$ cat src/rtl/leb_pkg.sv
package leb_pkg;

	// storage defaults
	localparam int MAX_LEN_DEF   = 16;
	localparam logic [4:0] LIMIT_RESET = 5'd16;

	// fixed field widths
	localparam int KEY_W   = 8;
	localparam int CHAR_W  = 7;
	localparam int KIND_W  = 2;
	localparam int POS_W   = 5;
	localparam int LIMIT_W = 5;

	// key codes
	localparam logic [KEY_W-1:0] KEY_PRINT_LO = 8'd33;
	localparam logic [KEY_W-1:0] KEY_PRINT_HI = 8'd127;
	localparam logic [KEY_W-1:0] KEY_EXT      = 8'd224;
	localparam logic [KEY_W-1:0] KEY_LEFT     = 8'd75;
	localparam logic [KEY_W-1:0] KEY_RIGHT    = 8'd77;
	localparam logic [KEY_W-1:0] KEY_HOME     = 8'd71;
	localparam logic [KEY_W-1:0] KEY_END      = 8'd79;
	localparam logic [KEY_W-1:0] KEY_DEL      = 8'd83;
	localparam logic [KEY_W-1:0] KEY_BKSP     = 8'd8;
	localparam logic [KEY_W-1:0] KEY_ENTER    = 8'd13;
	localparam logic [KEY_W-1:0] KEY_ESC      = 8'd27;

	// result kinds
	localparam logic [KIND_W-1:0] KIND_STATUS = 2'd0;
	localparam logic [KIND_W-1:0] KIND_TEXT   = 2'd1;
	localparam logic [KIND_W-1:0] KIND_EMPTY  = 2'd2;
	localparam logic [KIND_W-1:0] KIND_CANCEL = 2'd3;

endpackage

$ cat src/rtl/line_edit_buffer.sv
// channel  | dir | handshake            | payload
// key in   | in  | in_valid / in_stall  | key_byte
// result   | out | out_valid / out_stall| kind, text_char, cursor, length, last
// limit    | in  | line_limit_we        | line_limit
//
// a status-only key is decoded, then loaded into the output register
// insert and delete shift the line through the ram, one character a cycle;
// an insert runs decode, shift, put of the new character and output load;
// a delete or backspace runs decode, shift and output load
// enter streams the line one character at a time, each by a ram read and an output load
// stalls on the result side hold the sequencer in its load state; one finished
// item may wait in the output register while the next key is taken
// arst_n clears cursor, length, the extended-key flag and sets the limit to 16
module line_edit_buffer
	import leb_pkg::*;
#(
	parameter int MAX_LEN = MAX_LEN_DEF
) (
	input  logic               clk,
	input  logic               arst_n,
	input  logic               in_valid,
	output logic               in_stall,
	input  logic [KEY_W-1:0]   key_byte,
	output logic               out_valid,
	input  logic               out_stall,
	output logic [KIND_W-1:0]  kind,
	output logic [CHAR_W-1:0]  text_char,
	output logic [POS_W-1:0]   cursor,
	output logic [POS_W-1:0]   length,
	output logic               last,
	input  logic               line_limit_we,
	input  logic [LIMIT_W-1:0] line_limit
);

	localparam int AW = (MAX_LEN > 1) ? $clog2(MAX_LEN) : 1;
	localparam int CW = $clog2(MAX_LEN + 1);
	localparam int LW = (CW > LIMIT_W) ? CW : LIMIT_W;

	localparam logic [2:0] ST_IDLE   = 3'd0;
	localparam logic [2:0] ST_SHIFT  = 3'd1;
	localparam logic [2:0] ST_PUT    = 3'd2;
	localparam logic [2:0] ST_EMIT   = 3'd3;
	localparam logic [2:0] ST_ENT_RD = 3'd4;
	localparam logic [2:0] ST_ENT_LD = 3'd5;

	logic [2:0]         state_q;
	logic [CHAR_W-1:0]  key_q;
	logic               ext_q;
	logic [CW-1:0]      cur_q;
	logic [CW-1:0]      len_q;
	logic [LIMIT_W-1:0] line_limit_q;
	logic [KIND_W-1:0]  res_kind_q;
	logic               ins_q;
	logic [AW-1:0]      rd_idx_q;
	logic [CW-1:0]      rd_left_q;
	logic               wr_pend_q;
	logic [AW-1:0]      wr_addr_q;
	logic               out_valid_q;

	logic               accept;
	logic               slot_free;
	logic               is_last;
	logic               can_insert;
	logic               is_print;
	logic [LW-1:0]      lim_w;
	logic [2:0]         dec_state;
	logic [KIND_W-1:0]  dec_kind;
	logic               mem_we;
	logic [AW-1:0]      mem_waddr;
	logic [CHAR_W-1:0]  mem_wdata;
	logic [CHAR_W-1:0]  mem_rdata;
	logic               out_load;
	logic [KIND_W-1:0]  ld_kind;
	logic [CHAR_W-1:0]  ld_text;
	logic               ld_last;

	// handshake
	assign in_stall  = (state_q != ST_IDLE);
	assign accept    = in_valid && !in_stall;
	assign slot_free = !out_valid_q || !out_stall;
	assign out_valid = out_valid_q;

	// limit in use and room check
	assign lim_w = (LW'(line_limit_q) > LW'(MAX_LEN)) ? LW'(MAX_LEN) : LW'(line_limit_q);
	assign can_insert = LW'(len_q) < lim_w;
	assign is_last    = (CW'(rd_idx_q) + CW'(1)) == len_q;
	assign is_print   = (key_byte >= KEY_PRINT_LO) && (key_byte <= KEY_PRINT_HI);

	// line storage
	leb_ram #(
		.WIDTH (CHAR_W),
		.DEPTH (MAX_LEN),
		.AW    (AW)
	) u_line_ram (
		.clk   (clk),
		.we    (mem_we),
		.waddr (mem_waddr),
		.wdata (mem_wdata),
		.raddr (rd_idx_q),
		.rdata (mem_rdata)
	);

	// ram write port: shift moves or new character
	always_comb begin
		mem_we    = 1'b0;
		mem_waddr = wr_addr_q;
		mem_wdata = mem_rdata;
		unique case (state_q)
			ST_SHIFT: begin
				mem_we = wr_pend_q;
			end
			ST_PUT: begin
				mem_we    = 1'b1;
				mem_waddr = AW'(cur_q);
				mem_wdata = key_q;
			end
			default: begin
			end
		endcase
	end

	// output register load
	always_comb begin
		out_load = 1'b0;
		ld_kind  = res_kind_q;
		ld_text  = '0;
		ld_last  = 1'b1;
		unique case (state_q)
			ST_EMIT: begin
				out_load = slot_free;
			end
			ST_ENT_LD: begin
				out_load = slot_free;
				ld_kind  = KIND_TEXT;
				ld_text  = mem_rdata;
				ld_last  = is_last;
			end
			default: begin
			end
		endcase
	end

	// next state and result kind for an incoming key
	always_comb begin
		dec_state = ST_EMIT;
		dec_kind  = KIND_STATUS;
		if (ext_q) begin
			if (key_byte == KEY_DEL && cur_q < len_q) begin
				dec_state = ST_SHIFT;
			end
		end else if (is_print) begin
			if (can_insert) begin
				dec_state = ST_SHIFT;
			end
		end else if (key_byte == KEY_BKSP) begin
			if (cur_q != '0) begin
				dec_state = ST_SHIFT;
			end
		end else if (key_byte == KEY_ENTER) begin
			if (len_q == '0) begin
				dec_kind = KIND_EMPTY;
			end else begin
				dec_state = ST_ENT_RD;
			end
		end else if (key_byte == KEY_ESC) begin
			dec_kind = KIND_CANCEL;
		end
	end

	// result payload
	always_ff @(posedge clk) begin
		if (out_load) begin
			kind      <= ld_kind;
			text_char <= ld_text;
			cursor    <= POS_W'(cur_q);
			length    <= POS_W'(len_q);
			last      <= ld_last;
		end
	end

	// limit register
	always_ff @(posedge clk or negedge arst_n) begin
		if (!arst_n) begin
			line_limit_q <= LIMIT_RESET;
		end else if (line_limit_we) begin
			line_limit_q <= line_limit;
		end
	end

	// sequencer
	always_ff @(posedge clk or negedge arst_n) begin
		if (!arst_n) begin
			state_q     <= ST_IDLE;
			key_q       <= '0;
			ext_q       <= 1'b0;
			cur_q       <= '0;
			len_q       <= '0;
			res_kind_q  <= KIND_STATUS;
			ins_q       <= 1'b0;
			rd_idx_q    <= '0;
			rd_left_q   <= '0;
			wr_pend_q   <= 1'b0;
			wr_addr_q   <= '0;
			out_valid_q <= 1'b0;
		end else begin
			if (out_load) begin
				out_valid_q <= 1'b1;
			end else if (out_valid_q && !out_stall) begin
				out_valid_q <= 1'b0;
			end

			unique case (state_q)
				// decode one key
				ST_IDLE: begin
					if (accept) begin
						res_kind_q <= dec_kind;
						key_q      <= key_byte[CHAR_W-1:0];
						wr_pend_q  <= 1'b0;
						state_q    <= dec_state;
						if (ext_q) begin
							ext_q <= 1'b0;
							unique case (key_byte)
								KEY_LEFT: begin
									if (cur_q != '0) cur_q <= cur_q - CW'(1);
								end
								KEY_RIGHT: begin
									if (cur_q < len_q) cur_q <= cur_q + CW'(1);
								end
								KEY_HOME: begin
									cur_q <= '0;
								end
								KEY_END: begin
									cur_q <= len_q;
								end
								KEY_DEL: begin
									if (cur_q < len_q) begin
										ins_q     <= 1'b0;
										rd_idx_q  <= AW'(cur_q + CW'(1));
										rd_left_q <= len_q - cur_q - CW'(1);
									end
								end
								default: begin
								end
							endcase
						end else if (is_print) begin
							if (can_insert) begin
								ins_q     <= 1'b1;
								rd_idx_q  <= AW'(len_q - CW'(1));
								rd_left_q <= len_q - cur_q;
							end
						end else if (key_byte == KEY_EXT) begin
							ext_q <= 1'b1;
						end else if (key_byte == KEY_BKSP) begin
							if (cur_q != '0) begin
								ins_q     <= 1'b0;
								cur_q     <= cur_q - CW'(1);
								rd_idx_q  <= AW'(cur_q);
								rd_left_q <= len_q - cur_q;
							end
						end else if (key_byte == KEY_ENTER) begin
							if (len_q != '0) begin
								rd_idx_q <= '0;
							end
						end
					end
				end

				// move characters one place, read and write overlapped
				ST_SHIFT: begin
					if (rd_left_q != '0) begin
						wr_pend_q <= 1'b1;
						wr_addr_q <= ins_q ? (rd_idx_q + AW'(1)) : (rd_idx_q - AW'(1));
						rd_idx_q  <= ins_q ? (rd_idx_q - AW'(1)) : (rd_idx_q + AW'(1));
						rd_left_q <= rd_left_q - CW'(1);
					end else begin
						wr_pend_q <= 1'b0;
						if (!wr_pend_q) begin
							if (ins_q) begin
								state_q <= ST_PUT;
							end else begin
								len_q   <= len_q - CW'(1);
								state_q <= ST_EMIT;
							end
						end
					end
				end

				// new character at the cursor
				ST_PUT: begin
					cur_q   <= cur_q + CW'(1);
					len_q   <= len_q + CW'(1);
					state_q <= ST_EMIT;
				end

				// single result, then clear after enter or esc
				ST_EMIT: begin
					if (out_load) begin
						if (res_kind_q == KIND_EMPTY || res_kind_q == KIND_CANCEL) begin
							cur_q <= '0;
							len_q <= '0;
						end
						state_q <= ST_IDLE;
					end
				end

				// stream the line out
				ST_ENT_RD: begin
					state_q <= ST_ENT_LD;
				end

				ST_ENT_LD: begin
					if (out_load) begin
						if (is_last) begin
							cur_q   <= '0;
							len_q   <= '0;
							state_q <= ST_IDLE;
						end else begin
							rd_idx_q <= rd_idx_q + AW'(1);
							state_q  <= ST_ENT_RD;
						end
					end
				end

				default: begin
					state_q <= ST_IDLE;
				end
			endcase
		end
	end

	// cursor never passes the end of the line
	a_cur_in_line: assert property (@(posedge clk) disable iff (!arst_n)
		cur_q <= len_q)
		else $error("cursor beyond line length");

	// line never longer than the store
	a_len_bound: assert property (@(posedge clk) disable iff (!arst_n)
		CW'(len_q) <= CW'(MAX_LEN))
		else $error("line length beyond store depth");

	// enter on an empty line and esc leave an empty line
	a_clear_after: assert property (@(posedge clk) disable iff (!arst_n)
		(state_q == ST_EMIT && out_load &&
		 (res_kind_q == KIND_EMPTY || res_kind_q == KIND_CANCEL))
		|=> (len_q == '0 && cur_q == '0 && state_q == ST_IDLE))
		else $error("line not cleared after enter or esc");

	// store written only while an item is at work
	a_write_busy: assert property (@(posedge clk) disable iff (!arst_n)
		mem_we |-> (state_q != ST_IDLE))
		else $error("store written while idle");

	// an accepted item keeps the block busy in the next cycle
	a_busy_after_accept: assert property (@(posedge clk) disable iff (!arst_n)
		accept |=> in_stall)
		else $error("block not busy after taking an item");

endmodule

$ cat src/rtl/leb_ram.sv
module leb_ram #(
	parameter int WIDTH = 8,
	parameter int DEPTH = 16,
	parameter int AW    = (DEPTH > 1) ? $clog2(DEPTH) : 1
) (
	input  logic             clk,
	input  logic             we,
	input  logic [AW-1:0]    waddr,
	input  logic [WIDTH-1:0] wdata,
	input  logic [AW-1:0]    raddr,
	output logic [WIDTH-1:0] rdata
);

	logic [WIDTH-1:0] mem_q [DEPTH];

	// single write port, registered read port
	always_ff @(posedge clk) begin
		if (we) begin
			mem_q[waddr] <= wdata;
		end
		rdata <= mem_q[raddr];
	end

endmodule

$ cat config.mk
export PLATFORM = sky130hd
export DESIGN_NAME = line_edit_buffer
export DESIGN_NICKNAME = d
export VERILOG_FILES = /design/src/rtl/leb_pkg.sv /design/src/rtl/line_edit_buffer.sv /design/src/rtl/leb_ram.sv
export SDC_FILE = /design/constraint.sdc
export NUM_CORES = 1
export LEC_CHECK = 0
export BUFFER_PORTS_ARGS = -buffer_cell sky130_fd_sc_hd__buf_2
export CORE_MARGIN = 5
export CORE_UTILIZATION = 38
export DETAILED_ROUTE_END_ITERATION = 12
export MAX_ROUTING_LAYER = met4
export PLACE_DENSITY = 0.53
export SETUP_SLACK_MARGIN = 0.3
export SYNTH_ARGS = -nofsm -noshare
export SYNTH_HDL_FRONTEND = slang
export SYNTH_SLANG_ARGS = --single-unit
$ cat constraint.sdc
create_clock -name clk -period 4.35 [get_ports clk]
set_input_delay 0.6525 -clock clk [delete_from_list [all_inputs] [get_ports clk]]
set_output_delay 0.6525 -clock clk [all_outputs]
set_load 0.005 [all_outputs]
==> results.json, run 1 <==
{
  "placed_area_um2": 9630,
  "synth.distinct_cells": 68,
  "ys_seq_area_share_pct": 57.1,
  "status": "completed",
  "maxSlewViolCount": 0,
  "yosysWarningCount": 0,
  "drc": 0,
  "finalPower_mw": 7.48,
  "setup_tns_ns": 0,
  "row_count": 56,
  "synthFlopType": "edfxtp_1",
  "pwr-share-clk_pct": 22.1,
  "fmax_ghz": 0.308,
  "hp-class": "primary input to register",
  "seqPwrFrac_pct": 38.2,
  "htreeDepth": 4,
  "die_y_um": 165,
  "ant_nets": 0,
  "fin_crit_sh_pct": 74.5,
  "syn_inst": 767,
  "ios": 40,
  "syn_area_um2": 9110,
  "setup_viol": 0,
  "ir_worst_vdd_v": 0.000306,
  "drv_cap": 0,
  "power.internal_mw": 4.43,
  "dpl.hpwl_um": 17700,
  "met1_usage_pct": 27.5,
  "grt-busiest-layer": "met2",
  "num_vias": 6514,
  "clock_skew_ns": 0.0213,
  "nNetsFinal": 830,
  "critPathCaptureType": "register",
  "finalCriticalPeriod_ns": 3.24,
  "drt_iter0_drc": 666,
  "setup_ws_ns": 1.11,
  "p_sw_mw": 3.05,
  "hold_viol": 0,
  "hold_ws_ns": 0.431,
  "final_cells": 1124,
  "synthArstFlopShare_pct": 24.0,
  "cellLeakagePower_nw": 3.79,
  "routedWlPerCell_um": 22.3,
  "core_area_um2": 23500,
  "die_area_um2": 27200,
  "grt_use_met2_pct": 28.9,
  "mostFrequentLayoutCells": "edfxtp_1, nand2_1, nor2_1",
  "grt_pass1_vias": 6174,
  "r2r-start": "rd_idx_q[3]$_DFFE_PN0P_",
  "portBuffers": 39,
  "arrival_ns": 3.57,
  "cts_sinks": 183,
  "start_util_pct": 38.7,
  "crit_path_start": "rd_idx_q[3]$_DFFE_PN0P_",
  "gr-usage-all-layers_pct": 19.7,
  "cts_hold_buf": 0,
  "grt_max_degree": 45,
  "switching_share_pct": 40.7,
  "antenna_found_initial": 0,
  "dp_slack_ns": 1.17,
  "worstSetupStartpointType": "register",
  "tightest_slew_ns": 1.16,
  "antenna_cells": 0,
  "die_x_um": 165,
  "grt_pass1_wl_um": 38600,
  "rsz0062_at_grt": "no",
  "critical_path_required_ns": 4.68,
  "final_util_pct": 43.7,
  "synth_edf_count": 132,
  "cts_setup_buffers": 0,
  "cts_made_buffers": 17,
  "grt.overflow.total": 0,
  "dp.cells": 1092,
  "min_from": "line_limit[4]",
  "endpoint": "rd_idx_q[0]$_DFFE_PN0P_",
  "cts_tree": "done",
  "power_density_nw_per_um2": 728,
  "layout_commonest_cell": "edfxtp_1",
  "viasPerCell": 5.80,
  "place.gp.congestion": 0.898,
  "drive_above_1_share_pct": 15.8,
  "routed_wl_um": 25100,
  "r2r_setup_slack_ns": 1.11,
  "crit_fanout": 20,
  "r2r_end": "rd_idx_q[0]$_DFFE_PN0P_",
  "cts-resized-gates": 0,
  "use_met3_pct": 4.17,
  "avgSynthCellArea_um2": 11.9,
  "synth_seq_cells": 183,
  "synth_nets": 805,
  "finalInstanceArea_um2": 10300,
  "relSlewSlack_pct": 22.7,
  "clockBufferDepth": 2,
  "area_growth_pct": 12.8,
  "drtPass1Iterations": 5,
  "cts_root_buf": "clkbuf_16",
  "critPathKind": "register to register",
  "r2r_cells": 6,
  "clock_latency_ns": 0.44,
  "combPwrFrac_pct": 39.7,
  "clkTransAtPathRegs_ns": 0.09
}
[cells in the mapped netlist, drive strengths merged (4+ instances only)]
master | instances | area share (%)
nand2b | 8 | 0.55
buf | 10 | 0.44
inv | 19 | 0.78
dfrtp | 43 | 12
edfxtp | 132 | 44
dfxtp | 7 | 1.5
nor3b | 5 | 0.41
mux4 | 16 | 4.0
mux2i | 32 | 3.5
a2111oi | 4 | 0.38
o211ai | 6 | 0.49
or4 | 5 | 0.41
nor2 | 56 | 2.3
mux2 | 12 | 1.5
o21ai | 30 | 1.6
clkbuf | 37 | 1.5
nor2b | 11 | 0.76
a21oi | 34 | 1.9
xor2 | 8 | 0.77
a31oi | 10 | 0.69
xnor2 | 14 | 1.3
a211oi | 7 | 0.58
nand4 | 5 | 0.34
o21a | 4 | 0.33
or3 | 5 | 0.34
a221oi | 10 | 1.2
or4b | 4 | 0.48
nand2 | 83 | 3.4
and2 | 8 | 0.55
nor3 | 16 | 0.88
nand3 | 15 | 0.82
o221ai | 4 | 0.38
a22oi | 12 | 0.99
nor4b | 5 | 0.48
o22ai | 6 | 0.41
ha | 19 | 2.6
and3 | 10 | 0.69
nor4 | 5 | 0.34
a21o | 7 | 0.58
[state kept, by name (all words and copies together), names as in the netlist, 5 cells and up]
name / cells
len_q: 5
u_line_ram.rdata: 7
key_q: 7
cursor: 5
line_limit_q: 5
text_char: 7
length: 5
cur_q: 5
rd_left_q: 5
u_line_ram.mem_q: 112
[layout make-up]
class	instances	area, um2
Clock buffer	17	425
Timing Repair Buffer	53	300
Tap cell	319	399
Fill cell	2172	13300
Sequential cell	183	5210
Clock inverter	15	218
Multi-Input combinational cell	517	3650
Inverter	20	75.1
[per-layer routing]
layer / vias to the layer above / routed length, um
li1: 2975 / -
met1: 3279 / 11600
met2: 227 / 11400
met3: 33 / 1590
met4: 0 / 512
met5: - / 0
[how the worst min path moves through the flow]
stage          cells past startpoint                           to
2_1_floorplan                      0         cur_q[0]$_DFFE_PN0P_
3_3_place_gp                       2     wr_addr_q[0]$_DFFE_PN0P_
3_5_place_dp                       2    res_kind_q[0]$_DFFE_PN0P_
4_1_cts                            3  line_limit_q[4]$_DFFE_PN1P_
5_1_grt                            3  line_limit_q[4]$_DFFE_PN1P_
6_report                           3  line_limit_q[4]$_DFFE_PN1P_
[critical path: stages (launching register included)]
cell	delay, ns
dfrtp_1	0.90
nor2b_1	0.11
a221o_1	0.31
o2111ai_1	0.73
o221ai_1	0.43
a21o_1	0.33
a211o_1	0.31
[power groups by stage]
stage	clock, mW	combinational [mW]	sequential [mW]
2_1_floorplan	0	2.13	2.69
3_3_place_gp	0	2.91	2.88
3_5_place_dp	0	2.96	2.89
4_1_cts	1.69	2.97	2.86
5_1_grt	1.77	3.26	2.91
6_report	1.65	2.97	2.85
[cell families (layout without fill, tap and decap cells)]
logic type	count (synthesis)	after routing	share of synthesized area, %
and+or+nand+nor	247	247	13.3
adders and majority gates	20	20	2.83
AOI/OAI and AO/OA	168	168	12.9
DFF	183	183	57.1
muxes	60	60	8.95
buffers and inverters	67	105	2.79
xor gates and xnor gates	22	22	2.12
Note: power is estimated with default switching activity, not from simulation.
==> inputs of run 2 (changes only) <==
- ABC_AREA: default -> 1
- clock period: 4.35 -> 3 ns (I/O delays scaled with it)
==> results.json, run 2 <==
{
  "ys_seq_area_share_pct": 57.2,
  "htreeDepth": 4,
  "maxSlewViolCount": 0,
  "cts_tree": "done",
  "antenna_cells": 0,
  "layout_commonest_cell": "nand2_1",
  "synth_commonest_cells": "nand2_1, edfxtp_1, nor2_1, nand3_1, inv_1",
  "die_area_um2": 27100,
  "setup_viol": 0,
  "nNetsFinal": 1085,
  "relSlewSlack_pct": 47.7,
  "dpl.hpwl_um": 17600,
  "cts_sinks": 183,
  "hold_ws_ns": 0.0933,
  "routed_wl_um": 24900,
  "combPwrFrac_pct": 42.2,
  "clockBufferDepth": 2,
  "synth_seq_cells": 183,
  "syn_inst": 978,
  "num_vias": 7140,
  "grt_max_degree": 45,
  "worstPathCellList": "o41ai_2, nand2_1, ha_1, nand2_1, nor2_1, nand2_1, nand3_1, nand2_1, nor2_1, nor2_1, nand3_2, nor2_2, nand2_1, nand2_1",
  "ys_top_cells_by_area": "edfxtp_1, dfrtp_1, nand2_1",
  "crit_fanout": 5,
  "mostFrequentLayoutCells": "nand2_1, edfxtp_1, nor2_1",
  "synthArstFlopShare_pct": 24.0,
  "gr-usage-all-layers_pct": 19.6,
  "viasPerCell": 5.18,
  "grt_pass1_vias": 6816,
  "critPathKind": "register to register",
  "r2r_setup_slack_ns": 0.64,
  "synth_top_family_by_area": "simple AND/OR/NAND/NOR gates",
  "synth_compound_area_share_pct": 10.0,
  "arrival_ns": 2.74,
  "routedWlPerCell_um": 18.1,
  "cts_root_buf": "clkbuf_16",
  "seqPwrFrac_pct": 36.9,
  "tightest_slew_ns": 0.784,
  "synth_top_area_share_pct": 43.6,
  "ir_worst_vdd_v": 0.000414,
  "p_sw_mw": 4.51,
  "synth_edf_count": 132,
  "synth_xor_area_share_pct": 1.44,
  "critPathCaptureType": "register",
  "grt.overflow.total": 0,
  "hp-class": "primary input to async pin",
  "cts_made_buffers": 17,
  "synth.distinct_cells": 49,
  "synth_most_common_cell": "nand2_1",
  "grt_pass1_wl_um": 39300,
  "row_count": 56,
  "worstSetupStartpointType": "register",
  "setup_ws_ns": 0.637,
  "drv_cap": 0,
  "clkTransAtPathRegs_ns": 0.08,
  "place.gp.congestion": 0.912,
  "rsz0062_at_grt": "no",
  "die_y_um": 165,
  "muxShareOfSynthArea_pct": 0.495,
  "switching_share_pct": 41.8,
  "syn_area_um2": 9100,
  "antenna_found_initial": 0,
  "crit_top_cell": "nand2_1",
  "critPathTopFamily": "simple AND/OR/NAND/NOR gates",
  "power_density_nw_per_um2": 1030,
  "drive_above_1_share_pct": 14.8,
  "cpPeakStageDelay_ns": 0.44,
  "power.internal_mw": 6.28,
  "crit_path_top_delay_cell": "o41ai_2",
  "cts_hold_buf": 0,
  "clock_skew_ns": 0.0142,
  "clock_latency_ns": 0.44,
  "area_growth_pct": 15.0,
  "finalCriticalPeriod_ns": 2.36,
  "core_area_um2": 23500,
  "largest_reg_flops": 112,
  "ios": 40,
  "portBuffers": 39,
  "synth_fa_ha_area_share_pct": 2.83,
  "fmax_ghz": 0.423,
  "synthFlopType": "edfxtp_1",
  "drtPass1Iterations": 5,
  "fin_crit_sh_pct": 78.8,
  "critPathBufInv": 0,
  "regMostFlops": "u_line_ram.mem_q",
  "cellLeakagePower_nw": 4.44,
  "start_util_pct": 38.7,
  "critical_path_required_ns": 3.37,
  "status": "completed",
  "synth.largest_area_cell": "edfxtp_1",
  "yosysWarningCount": 0,
  "synth_nets": 1016,
  "drt_iter0_drc": 624,
  "hold_viol": 0,
  "pwr-share-clk_pct": 20.9,
  "setup_tns_ns": 0,
  "drc": 0,
  "synth-simple-area-share_pct": 22.7,
  "die_x_um": 165,
  "dp_slack_ns": 0.560,
  "ant_nets": 0,
  "avgSynthCellArea_um2": 9.31
}
[run 2: cell types whose count changed after synthesis, moves of 9 or more]
cell,delta
a22oi_1,-10
and3_1,-10
buf_2,+9
clkbuf_1,-24
inv_1,+56
inv_2,+10
mux2i_1,-32
mux4_2,-16
nand2_1,+191
nand3_1,+70
nor2_1,+34
nor2b_1,-11
o21ai_0,+26
xnor2_1,-9
[run 2: per-layer routing]
metal / wire length, um / vias up / track usage, %
li1: - / 3468 / -
met1: 12000 / 3439 / 28.7
met2: 11300 / 206 / 28.8
met3: 1340 / 27 / 3.24
met4: 301 / 0 / 4.61
met5: 0 / - / -
[run 2: kinds of logic (layout without fill, tap and decap cells)]
| logic type | Yosys count | in the layout |
|---|---|---|
| compound gates | 149 | 149 |
| xor+xnor | 15 | 15 |
| fa+ha+maj | 20 | 20 |
| buf+inv | 118 | 200 |
| flops | 183 | 183 |
| mux | 4 | 4 |
| simple gates | 489 | 489 |
[run 2: repair_timing]
item / CTS / global route
setup endpoints to repair: 0 / 9
hold endpoints to repair: 0 / 0
gates resized for setup: 0 / 1
buffers inserted: 0 / 0
[run 2: path summary, 6_finish.rpt]
kind / from / end / cells past startpoint
worst max-delay path: line_limit_q[0]$_DFFE_PN0P_ / rd_idx_q[1]$_DFFE_PN0P_ / 14
worst min-delay path: arst_n / len_q[4]$_DFFE_PN0P_ / 1
worst max register to register: line_limit_q[0]$_DFFE_PN0P_ / rd_idx_q[1]$_DFFE_PN0P_ / 14
worst min register to register: wr_pend_q$_DFFE_PN0P_ / wr_pend_q$_DFFE_PN0P_ / 2
max in group asynchronous: arst_n / line_limit_q[4]$_DFFE_PN1P_ / 2
min in group clk: line_limit[4] / line_limit_q[4]$_DFFE_PN1P_ / 3
[run 2: worst reg2reg max path, stage by stage (launching register included)]
cell,delay [ns]
dfrtp_1,0.41
o41ai_2,0.44
nand2_1,0.11
ha_1,0.30
nand2_1,0.08
nor2_1,0.04
nand2_1,0.05
nand3_1,0.13
nand2_1,0.10
nor2_1,0.07
nor2_1,0.13
nand3_2,0.14
nor2_2,0.18
nand2_1,0.07
nand2_1,0.06
[run 2: stage by stage]
stage	cells	util, %	instance area (um2)	power [mW]
2_1_floorplan	978	-	9100	6.99
3_3_place_gp	1347	41.9	9870	8.56
3_5_place_dp	1347	41.9	9870	8.57
4_1_cts	1379	44.4	10500	10.8
5_1_grt	1379	44.5	10500	11.6
6_report	1379	44.5	10500	10.8
[run 2: area by class of cell]
class                      count  area (um2)
clock buffer                  17         425
clock inverter                15         169
fill                        2336       13100
inverter                      86         325
multi-input combinational    677        3420
sequential                   183        5210
tap                          319         399
timing repair buffer          82         518
[run 2: power by group through the flow]
stage | Sequential, mW | Combinational (mW) | Clock [mW]
after floorplan | 3.91 | 3.09 | 0
after global placement | 4.03 | 4.53 | 0
after detailed placement | 4.03 | 4.54 | 0
after CTS | 3.98 | 4.56 | 2.30
after global routing | 4.05 | 5.14 | 2.42
final | 3.98 | 4.55 | 2.25
